===== config.mk =====
export PLATFORM = sky130hd
export DESIGN_NAME = time_sync_byte_parser_core_flat
export DESIGN_NICKNAME = d
export VERILOG_FILES = /design/src/sv/tsbp_pkg.sv /design/src/sv/tsbp_if.sv /design/src/sv/time_sync_byte_parser_core.sv /design/src/flat_wrapper.sv
export SDC_FILE = /design/constraint.sdc
export NUM_CORES = 1
export LEC_CHECK = 0
export BUFFER_PORTS_ARGS = -buffer_cell sky130_fd_sc_hd__buf_2
export CORE_MARGIN = 8
export CORE_UTILIZATION = 50
export DETAILED_ROUTE_END_ITERATION = 12
export PLACE_DENSITY = 0.77
export SYNTH_ARGS = -nofsm -noshare
export SYNTH_HDL_FRONTEND = slang
export SYNTH_SLANG_ARGS = --single-unit

===== constraint.sdc =====
create_clock -name clk -period 7.22 [get_ports clk]
set_input_delay 0.722 -clock clk [delete_from_list [all_inputs] [get_ports clk]]
set_output_delay 0.722 -clock clk [all_outputs]
set_load 0.1 [all_outputs]

===== src/sv/tsbp_pkg.sv =====
package tsbp_pkg;

  // Register indexes on the configuration channel
  localparam int CfgIndexWidth = 2;
  localparam logic [CfgIndexWidth-1:0] REG_START_BYTE   = 2'd0;
  localparam logic [CfgIndexWidth-1:0] REG_END_BYTE     = 2'd1;
  localparam logic [CfgIndexWidth-1:0] REG_SYNC_COMMAND = 2'd2;

  localparam logic [7:0] START_BYTE_RESET   = 8'd170;
  localparam logic [7:0] END_BYTE_RESET     = 8'd85;
  localparam logic [7:0] SYNC_COMMAND_RESET = 8'd1;

  // Characters of the text form
  localparam logic [7:0] CH_T     = 8'h54;
  localparam logic [7:0] CH_COLON = 8'h3A;
  localparam logic [7:0] CH_ZERO  = 8'h30;
  localparam logic [7:0] CH_NINE  = 8'h39;

  localparam logic [6:0] HOUR_MAX   = 7'd23;
  localparam logic [6:0] MINUTE_MAX = 7'd59;
  localparam logic [6:0] SECOND_MAX = 7'd59;
  localparam logic [6:0] DIGIT_WEIGHT = 7'd10;

  // Frame layout: start, command, length, then payload from position 3
  localparam logic [8:0] FRAME_HDR  = 9'd3;
  localparam logic [8:0] TIME_BYTES = 9'd3;
  localparam logic [7:0] SYNC_LEN   = 8'd7;

  typedef enum logic [3:0] {
    TS_IDLE = 4'd0,
    TS_H1   = 4'd1,
    TS_H2   = 4'd2,
    TS_C1   = 4'd3,
    TS_M1   = 4'd4,
    TS_M2   = 4'd5,
    TS_C2   = 4'd6,
    TS_S1   = 4'd7,
    TS_S2   = 4'd8
  } text_state_t;

  typedef struct packed {
    logic [7:0] hour_value;
    logic [7:0] minute_value;
    logic [7:0] second_value;
    logic       from_frame;
  } result_t;

endpackage


===== src/sv/tsbp_if.sv =====
// Received byte channel
interface tsbp_byte_if import tsbp_pkg::*; ();
  logic       valid;
  logic       ready;
  logic [7:0] rx_byte;

  modport source (output valid, output rx_byte, input ready);
  modport sink   (input valid, input rx_byte, output ready);
endinterface

// Time sync result channel
interface tsbp_time_if import tsbp_pkg::*; ();
  logic       valid;
  logic       ready;
  logic [7:0] hour_value;
  logic [7:0] minute_value;
  logic [7:0] second_value;
  logic       from_frame;

  modport source (output valid, output hour_value, output minute_value,
                  output second_value, output from_frame, input ready);
  modport sink   (input valid, input hour_value, input minute_value,
                  input second_value, input from_frame, output ready);
endinterface

// Configuration write channel
interface tsbp_cfg_if import tsbp_pkg::*; ();
  logic                     valid;
  logic                     ready;
  logic [CfgIndexWidth-1:0] index;
  logic [7:0]               data;

  modport source (output valid, output index, output data, input ready);
  modport sink   (input valid, input index, input data, output ready);
endinterface


===== src/sv/time_sync_byte_parser_core.sv =====
// Time sync byte parser. Each received byte word feeds a text parser
// ("THH:M", "THH:MM" or "THH:MM:SS"; two-digit fields range checked)
// and a binary frame parser (start, command, length, payload, XOR
// checksum, end) at the same time; a time sync frame of length 7
// reports its first three payload bytes raw, and wins when both parsers
// finish on the same byte. Throughput is one byte per clock while
// rx.ready is high: the whole step is a single pass of logic from the
// parser state to a result register. The output holds two words (a
// result register and a skid register), so rx stays ready while one
// result waits; rx.ready drops only while both are full. The
// configuration channel is always ready; write it only while idle.
// Indexes beyond the register list are ignored.
module time_sync_byte_parser_core import tsbp_pkg::*; (
  input logic            clk,
  input logic            rst,
  tsbp_byte_if.sink      rx,
  tsbp_time_if.source    sync,
  tsbp_cfg_if.sink       cfg
);

  // Configuration registers
  logic [7:0] start_byte;
  logic [7:0] end_byte;
  logic [7:0] sync_command;

  // Text parser state
  text_state_t text_state, text_state_next;
  logic [6:0]  text_hour, text_hour_next;
  logic [6:0]  text_minute, text_minute_next;
  logic [6:0]  text_second, text_second_next;
  logic        text_done;

  // Frame parser state
  logic [8:0] frame_position, frame_position_next;
  logic [7:0] frame_command, frame_command_next;
  logic [7:0] frame_length, frame_length_next;
  logic [7:0] running_xor, running_xor_next;
  logic [7:0] received_check, received_check_next;
  logic [7:0] payload_time [3];
  logic       payload_we;
  logic [1:0] payload_slot;
  logic       frame_done;

  // Output register and skid register
  logic    out_valid;
  result_t out_word;
  logic    skid_valid;
  result_t skid_word;

  logic       accept;
  logic       pop;
  result_t    result;
  logic [7:0] b;
  logic       is_digit;
  logic [6:0] digit;
  logic [6:0] tens;
  logic [6:0] units_sum_hour;
  logic [6:0] units_sum_minute;
  logic [6:0] units_sum_second;
  text_state_t fallback;
  logic [8:0] check_pos;
  logic [8:0] payload_offset;

  assign cfg.ready = 1'b1;
  assign rx.ready  = !skid_valid;
  assign accept    = rx.valid && rx.ready;
  assign pop       = out_valid && sync.ready;

  assign b        = rx.rx_byte;
  assign is_digit = (b >= CH_ZERO) && (b <= CH_NINE);
  assign digit    = {3'b000, b[3:0]};
  assign tens     = 7'(digit * DIGIT_WEIGHT);
  assign units_sum_hour   = text_hour + digit;
  assign units_sum_minute = text_minute + digit;
  assign units_sum_second = text_second + digit;
  // A byte that breaks the parse restarts it when it is 'T'
  assign fallback = (b == CH_T) ? TS_H1 : TS_IDLE;

  // Text parser: next state and completion
  always_comb begin
    text_state_next  = text_state;
    text_hour_next   = text_hour;
    text_minute_next = text_minute;
    text_second_next = text_second;
    text_done        = 1'b0;
    unique case (text_state)
      TS_H1: begin
        if (is_digit) begin
          text_hour_next  = tens;
          text_state_next = TS_H2;
        end else begin
          text_state_next = fallback;
        end
      end
      TS_H2: begin
        if (is_digit) begin
          text_hour_next  = units_sum_hour;
          text_state_next = (units_sum_hour <= HOUR_MAX) ? TS_C1 : TS_IDLE;
        end else begin
          text_state_next = fallback;
        end
      end
      TS_C1: begin
        text_state_next = (b == CH_COLON) ? TS_M1 : fallback;
      end
      TS_M1: begin
        if (is_digit) begin
          text_minute_next = tens;
          text_state_next  = TS_M2;
        end else begin
          text_state_next = fallback;
        end
      end
      TS_M2: begin
        if (is_digit) begin
          text_minute_next = units_sum_minute;
          text_state_next  = (units_sum_minute <= MINUTE_MAX) ? TS_C2 : TS_IDLE;
        end else begin
          // Short minutes: complete with the tens digit alone
          text_second_next = '0;
          text_done        = 1'b1;
          text_state_next  = fallback;
        end
      end
      TS_C2: begin
        if (b == CH_COLON) begin
          text_state_next = TS_S1;
        end else begin
          text_second_next = '0;
          text_done        = 1'b1;
          text_state_next  = fallback;
        end
      end
      TS_S1: begin
        if (is_digit) begin
          text_second_next = tens;
          text_state_next  = TS_S2;
        end else begin
          text_state_next = fallback;
        end
      end
      TS_S2: begin
        // Always drop to idle here, even on 'T'
        text_state_next = TS_IDLE;
        if (is_digit) begin
          text_second_next = units_sum_second;
          text_done        = (units_sum_second <= SECOND_MAX);
        end
      end
      default: begin
        text_state_next = fallback;
      end
    endcase
  end

  assign check_pos      = FRAME_HDR + {1'b0, frame_length};
  assign payload_offset = frame_position - FRAME_HDR;

  // Frame parser: keep a running XOR, capture only the three time bytes
  always_comb begin
    frame_position_next = frame_position;
    frame_command_next  = frame_command;
    frame_length_next   = frame_length;
    running_xor_next    = running_xor;
    received_check_next = received_check;
    payload_we          = 1'b0;
    payload_slot        = payload_offset[1:0];
    frame_done          = 1'b0;
    priority if (frame_position == 9'd0) begin
      if (b == start_byte) frame_position_next = 9'd1;
    end else if (frame_position == 9'd1) begin
      frame_command_next  = b;
      running_xor_next    = b;
      frame_position_next = 9'd2;
    end else if (frame_position == 9'd2) begin
      frame_length_next   = b;
      running_xor_next    = running_xor ^ b;
      frame_position_next = FRAME_HDR;
    end else if (frame_position < check_pos) begin
      payload_we          = (frame_position < FRAME_HDR + TIME_BYTES);
      running_xor_next    = running_xor ^ b;
      frame_position_next = frame_position + 9'd1;
    end else if (frame_position == check_pos) begin
      received_check_next = b;
      frame_position_next = frame_position + 9'd1;
    end else begin
      // End byte position: judge the frame, never reuse the byte as a start
      frame_done = (b == end_byte) && (running_xor == received_check) &&
                   (frame_command == sync_command) && (frame_length == SYNC_LEN);
      frame_position_next = 9'd0;
      frame_length_next   = '0;
    end
  end

  // The frame result takes priority over a text result on the same byte
  always_comb begin
    if (frame_done) begin
      result.hour_value   = payload_time[0];
      result.minute_value = payload_time[1];
      result.second_value = payload_time[2];
      result.from_frame   = 1'b1;
    end else begin
      result.hour_value   = {1'b0, text_hour_next};
      result.minute_value = {1'b0, text_minute_next};
      result.second_value = {1'b0, text_second_next};
      result.from_frame   = 1'b0;
    end
  end

  // Configuration writes
  always_ff @(posedge clk) begin
    if (rst) begin
      start_byte   <= START_BYTE_RESET;
      end_byte     <= END_BYTE_RESET;
      sync_command <= SYNC_COMMAND_RESET;
    end else if (cfg.valid && cfg.ready) begin
      unique case (cfg.index)
        REG_START_BYTE:   start_byte   <= cfg.data;
        REG_END_BYTE:     end_byte     <= cfg.data;
        REG_SYNC_COMMAND: sync_command <= cfg.data;
        default: ;
      endcase
    end
  end

  // Parser state: advance on every accepted byte
  always_ff @(posedge clk) begin
    if (rst) begin
      text_state     <= TS_IDLE;
      text_hour      <= '0;
      text_minute    <= '0;
      text_second    <= '0;
      frame_position <= '0;
      frame_command  <= '0;
      frame_length   <= '0;
      running_xor    <= '0;
      received_check <= '0;
      payload_time   <= '{default: '0};
    end else if (accept) begin
      text_state     <= text_state_next;
      text_hour      <= text_hour_next;
      text_minute    <= text_minute_next;
      text_second    <= text_second_next;
      frame_position <= frame_position_next;
      frame_command  <= frame_command_next;
      frame_length   <= frame_length_next;
      running_xor    <= running_xor_next;
      received_check <= received_check_next;
      if (payload_we) payload_time[payload_slot] <= b;
    end
  end

  // Result register with skid: hold a second word while the first waits
  always_ff @(posedge clk) begin
    if (rst) begin
      out_valid  <= 1'b0;
      skid_valid <= 1'b0;
    end else begin
      if (pop) begin
        if (skid_valid) begin
          out_valid  <= 1'b1;
          skid_valid <= 1'b0;
        end else begin
          out_valid <= accept && (frame_done || text_done);
        end
      end else if (!out_valid) begin
        out_valid <= accept && (frame_done || text_done);
      end else if (accept && (frame_done || text_done)) begin
        skid_valid <= 1'b1;
      end
    end
  end

  always_ff @(posedge clk) begin
    if (pop && skid_valid) begin
      out_word <= skid_word;
    end else if (pop || !out_valid) begin
      out_word <= result;
    end
    if (!pop && out_valid && !skid_valid) begin
      skid_word <= result;
    end
  end

  assign sync.valid        = out_valid;
  assign sync.hour_value   = out_word.hour_value;
  assign sync.minute_value = out_word.minute_value;
  assign sync.second_value = out_word.second_value;
  assign sync.from_frame   = out_word.from_frame;

endmodule


===== src/flat_wrapper.sv =====
// flat-port wrapper written by rule: the top's interface ports become plain ports
module time_sync_byte_parser_core_flat import tsbp_pkg::*;
  (clk, rst, rx_valid, rx_rx_byte, rx_ready, sync_valid, sync_hour_value, sync_minute_value, sync_second_value, sync_from_frame, sync_ready, cfg_valid, cfg_index, cfg_data, cfg_ready);
  tsbp_byte_if rx_i ();
  tsbp_time_if sync_i ();
  tsbp_cfg_if cfg_i ();
  input logic clk;
  input logic rst;
  input wire logic [$bits(rx_i.valid)-1:0] rx_valid;
  input wire logic [$bits(rx_i.rx_byte)-1:0] rx_rx_byte;
  output wire logic [$bits(rx_i.ready)-1:0] rx_ready;
  output wire logic [$bits(sync_i.valid)-1:0] sync_valid;
  output wire logic [$bits(sync_i.hour_value)-1:0] sync_hour_value;
  output wire logic [$bits(sync_i.minute_value)-1:0] sync_minute_value;
  output wire logic [$bits(sync_i.second_value)-1:0] sync_second_value;
  output wire logic [$bits(sync_i.from_frame)-1:0] sync_from_frame;
  input wire logic [$bits(sync_i.ready)-1:0] sync_ready;
  input wire logic [$bits(cfg_i.valid)-1:0] cfg_valid;
  input wire logic [$bits(cfg_i.index)-1:0] cfg_index;
  input wire logic [$bits(cfg_i.data)-1:0] cfg_data;
  output wire logic [$bits(cfg_i.ready)-1:0] cfg_ready;
  assign rx_i.valid = rx_valid;
  assign rx_i.rx_byte = rx_rx_byte;
  assign rx_ready = rx_i.ready;
  assign sync_valid = sync_i.valid;
  assign sync_hour_value = sync_i.hour_value;
  assign sync_minute_value = sync_i.minute_value;
  assign sync_second_value = sync_i.second_value;
  assign sync_from_frame = sync_i.from_frame;
  assign sync_i.ready = sync_ready;
  assign cfg_i.valid = cfg_valid;
  assign cfg_i.index = cfg_index;
  assign cfg_i.data = cfg_data;
  assign cfg_ready = cfg_i.ready;
  time_sync_byte_parser_core u_core (.clk(clk), .rst(rst), .rx(rx_i), .sync(sync_i), .cfg(cfg_i));
endmodule

Yosys cells after proc, flatten, opt, wreduce, memory -nomap -nowiden. Index checks and enable logic that the tools add are counted.

Bits in registers: 166. Input port bits: 23. Output and inout bits: 28. Logic and storage cells: 157.

Add/subtract/negate cells: 6. Multipliers: 1. Magnitude comparators: 9. Equal/unequal tests: 23. Mux-type cells: 56. Bitwise logic cells: 6. Reduce and logical (&&, ||, !) cells: 31.

Operators with widths (number): 25-bit 2-to-1 mux (3); 7-bit 2-to-1 mux (8); 8-bit 2-to-1 mux (7); 9-bit 2-to-1 mux (6); 8-bit equality test (4); 4-bit case mux with 8 select lines (1); 4-bit 2-to-1 mux (7); 7-bit case mux with 2 select lines (2); 7-bit case mux with 4 select lines (1); 24-bit bitwise mux (1); 7-bit by 4-bit adder with 7-bit output (3); 8-bit demux with 2-bit select (1); 4-bit by 3-bit equality test with 1-bit output, second input constant (4); 1-bit 2-to-1 mux (16); 7-bit by 6-bit <= comparator with 1-bit output, second input constant (2); 2-bit AND reduction (6); 1-bit logical AND (11); 2-bit by 8-bit adder with 9-bit output, first input constant (1); 9-bit by 1-bit adder with 9-bit output, second input constant (1); 9-bit by 1-bit equality test with 1-bit output, second input constant (1); 9-bit by 2-bit equality test with 1-bit output, second input constant (1); 9-bit equality test (1); 9-bit zero test (1); 9-bit by 3-bit less-than comparator with 1-bit output, second input constant (1); other kinds (33) (42).

Depth between registers and ports, before layout.
Depth after elaboration: 13. Depth in mapped cells: 15. Depth with buffers taken out: 13.

Worst setup path before layout. OpenSTA, ideal clock, no wires.

Path type: reg2reg. Start: register u_core.out_valid, in the netlist u_core.sync.valid. End: register u_core.skid_word[0] (netlist bit), enable pin. Setup time: 407 ps. Arrival: 3061 ps. Required time: 6813 ps. Setup slack: 3752 ps. Stages on the path, launching flop included: 3. Path buffers: 0. Clock period less this slack: 3468 ps. Path through: dfxtp_1 nand2b_1 nor2_1.

Longest elaborated chain between the ends: 4.

RTL lines: from (decl) (line time_sync_byte_parser_core.sv:45) `logic out_valid;`; from (signal assigned) (line time_sync_byte_parser_core.sv:264) `out_valid <= accept && (frame_done || text_done);`; from (signal assigned) (line time_sync_byte_parser_core.sv:267) `out_valid <= accept && (frame_done || text_done);`; 1-bit logical AND (line time_sync_byte_parser_core.sv:67) `assign pop = out_valid && sync.ready;`; 1-bit zero test (line time_sync_byte_parser_core.sv:280) `if (!pop && out_valid && !skid_valid) begin`; 1-bit logical AND (*) (2 in series) (line time_sync_byte_parser_core.sv:280); to (signal assigned) (line time_sync_byte_parser_core.sv:281) `skid_word <= result;`; to (decl) (line time_sync_byte_parser_core.sv:48) `result_t skid_word;`.

Every way passes the cells marked *; elsewhere a longest branch is shown, timed or not. A chain may end at the register's enable or synchronous reset.

==> qor.csv <==
stage;metric;value;unit
worst_hold_path;Min-Delay Startpoint;u_core.frame_command[2];
logic_synthesis;Top FF cell, synth;dfxtp_1;
cts;clk sinks;166;
global_routing;initial antenna violation count;0;
logic_synthesis;Area contributors post-synth;dfxtp_1 (26%), edfxtp_1 (17%), mux2i_1 (6.4%);
logic_synthesis;synthesized instance count;951;
die;Core ar.;0.0178;sq mm
worst_setup_path;crit path launch type;register;
cts;CTS max path bufs;2;
routing;routed length on met1;9910;um
logic_synthesis;Synth cell types;70;
power;Max VDD drop;0.216;mV
routing;initial drt markers;614;
timing;worst-margin pin slew;1.08;ns
cells_and_area;area delta synth->final;11.0;%
logic_synthesis;Net Count, Synth;1009;
worst_setup_path;CP max stage cell;o21bai_1;
routing;Detailed Routing Iterations Pass 1;5;
global_routing;largest net degree at the start of global routing;94;
global_routing;gr ovfl total;0;
die;I/O pin count;51;
worst_setup_path;FF-to-FF path depth;13;
cts;Worst-Skew Late Latency;0.43;ns
worst_setup_path;setup slack, reg-to-reg;3.09;ns
worst_setup_path;Reg-to-Reg End;u_core.sync.second_value[2];
worst_setup_path;delay-heaviest family, CP;compound AO/OA/AOI/OAI gates;
logic_synthesis;cell accounting for the most synthesized area;dfxtp_1;
cts;TritonCTS clock tree;done;
logic_synthesis;post-synthesis sequential area ratio;0.425;
cts;CTS Buf Count;17;
worst_setup_path;crit path cell chain;inv_1 -> ha_1 -> nor2_1 -> and3_1 -> xnor2_1 -> ha_1 -> a211oi_1 -> a31oi_1 -> o21bai_1 -> or2_1 -> buf_4 -> mux2_2 -> mux2_2;
cts;# hold bufs at CTS;0;
cells_and_area;Fillers;1491;
worst_setup_path;critical path class;reg2reg;
logic_synthesis;top-count cell post-synth;nor2_1;
logic_synthesis;Synth async-reset ratio;0;
timing;Fin Setup TNS;0;ns
routing;routed via count;7112;
cells_and_area;ANT cells;0;
worst_hold_path;Hold Crit Endpoint;u_core.frame_command[2];
cts;Clock Root Buffer;clkbuf_16;
logic_synthesis;Synth Cell Area;0.00900;sq mm
routing;final wirelength;22700;um
routing;DRT antenna net count;0;
timing;minimum clock period after layout;4.13;ns
place;DP Wirelength;15200;um
logic_synthesis;Yosys top cell area share;0.258;
place;number of port buffers;49;
routing;drt drc;0;
global_routing;global-route wire length before repair;35600;um
worst_setup_path;CP peak stage delay;0.76;ns
routing;met2 wire length;10900;um
worst_setup_path;data arrival time of the critical path;4.30;ns
routing;routed length on met3;1460;um
die;Starting Density;0.505;
cts;Post-CTS Resized;0;
global_routing;GR Util All Layers;0.200;
flow_run;Max-Cap Viols;0;
routing;Vias/cell;5.85;
worst_hold_path;WHS Path Cells;2;
logic_synthesis;top cells by count, synth;nor2_1 (122), dfxtp_1 (116), nand2_1 (113);
logic_synthesis;Seq cells post-synth;166;
timing;RSZ-0062 raised after global routing;false;
die;Core Rows;49;
cts;Reg clk slew, reported paths;0.07;ns
logic_synthesis;Warnings, synthesis;0;
timing;fmax;0.242;GHz
cts;H-Tree Depth;4;
worst_setup_path;Critical Path End Type;register;
power;PwrDens;211;mW/mm^2
place;routability cong.;0.923;
worst_setup_path;worst r2r src;u_core.frame_length[0];
cells_and_area;layout cells sized above 1;0.134;
routing;Top Metal Used;met4;
cells_and_area;nets;1031;
timing;count of final setup violators;0;
routing;Routed WL per cell;18.7;um
global_routing;via count of the first global-routing pass;6832;
worst_hold_path;Hold Crit Class;reg2reg;
die;Die ar.;0.0226;sq mm
die;Die X;150;um
timing;Slew Viols, Final;0;
timing;Slew headroom;0.278;
power;Pleak;4.16;nW
outcome;status;finished, final reports clean;
logic_synthesis;number of synthesized flops with an enable pin;50;
die;Die H;150;um
timing;Tcrit/Tclk final;0.572;
cts;Setup Fix Bufs, Post-CTS;0;
worst_setup_path;buffers and inverters on the worst path;2;
logic_synthesis;Syn Area/Cell;9.46;sq um
timing;Final Hold Fails;0;
power;total power;2.11;mW
worst_setup_path;Critical Path RT;7.39;ns
worst_setup_path;Critical Path Fanout Max;24;
timing;skew final;0.0129;ns
-- cell families (layout without fill, tap and decap cells) --
group | count (synthesis) | in the layout | share of synthesized area
AOI/OAI and AO/OA | 155 | 155 | 0.116
xor gates and xnor gates | 67 | 67 | 0.0660
adders and majority gates | 35 | 35 | 0.0520
buffers and inverters | 70 | 105 | 0.0341
DFF | 166 | 166 | 0.425
muxes | 93 | 93 | 0.117
other | 1 | 1 | 0.000417
and+or+nand+nor | 364 | 364 | 0.189
-- flip-flops by register name (all words and copies together), names as in the netlist, 7 cells and up --
| signal | count |
|---|---|
| u_core.sync.minute_value | 8 |
| u_core.sync_command | 8 |
| u_core.sync.hour_value | 8 |
| u_core.text_minute | 7 |
| u_core.frame_length | 8 |
| u_core.skid_word | 25 |
| u_core.received_check | 8 |
| u_core.frame_position | 9 |
| u_core.end_byte | 8 |
| u_core.payload_time | 24 |
| u_core.sync.second_value | 8 |
| u_core.start_byte | 8 |
| u_core.text_hour | 7 |
| u_core.frame_command | 8 |
| u_core.text_second | 7 |
| u_core.running_xor | 8 |
-- metal layers --
layer	global-route usage	up-vias
met1	0.253	3383
met4	0.0630	0
met3	0.0400	32
met5	0	-
li1	-	3433
met2	0.338	264
-- stage by stage --
| stage | cell area [sq um] | hold WS, ns | setup slack (ns) | utilization | std cells |
|---|---|---|---|---|---|
| 4_1_cts | 9990 | 0.477 | 3.13 | 0.560 | 1215 |
| 3_3_place_gp | 9360 | 0.455 | 3.32 | 0.524 | 1183 |
| 6_report | 9990 | 0.473 | 3.09 | 0.560 | 1215 |
| 2_1_floorplan | 9000 | 0.448 | 3.75 | - | 951 |
| 3_5_place_dp | 9360 | 0.468 | 3.15 | 0.524 | 1183 |
| 5_1_grt | 9990 | 0.499 | 2.77 | 0.560 | 1215 |
-- final cells by class --
class                   count  area, sq um  share of cell area
clock buffers              22          508              0.0508
clock inverters            10          130              0.0130
inverters                  15         56.3             0.00563
multi-input cells         715         4880               0.488
flip-flops and latches    166         3820               0.383
well taps                 229          287              0.0287
repair buffers             58          313              0.0313
-- where the power goes --
group / internal (mW) / switching, mW
combinational: 0.0493 / 0.113
clock: 0.580 / 0.390
sequential: 0.968 / 0.0101
total: 1.60 / 0.513
-- cells in the final DEF, fill, tap and decap left out, drive strengths merged, types with 8 or more instances in the layout --
master	count
xor2	39
nand3	29
mux2i	58
o21ai	27
dfxtp	116
a22o	11
a31oi	8
and3	8
edfxtp	50
nor4	14
nor2b	8
nor3	23
ha	31
a21oi	38
nand2	113
nand2b	8
nor2	122
xnor2	28
mux2	35
inv	20
buf	58
o21a	8
clkbuf	22
-- tightest hold or removal path, delay by kind of cell, from the launching register on --
kind	cells	cell delay, ns
AOI/OAI and AO/OA	1	0.05
DFF	1	0.32
and+or+nand+nor	1	0.05
-- worst max path at each step --
stage	end	cells past startpoint	from	slack (ns)
3_5_place_dp	u_core.sync.second_value[2]	14	u_core.frame_length[0]	3.15
6_report	u_core.sync.second_value[2]	13	u_core.frame_length[0]	3.09
5_1_grt	u_core.sync.second_value[2]	13	u_core.frame_length[0]	2.77
3_3_place_gp	u_core.sync.second_value[2]	13	u_core.frame_length[0]	3.32
4_1_cts	u_core.sync.second_value[2]	14	u_core.frame_length[0]	3.13
2_1_floorplan	u_core.skid_word[0]	2	u_core.sync.valid	3.75
No activity file was read; power rests on OpenSTA's default activity.
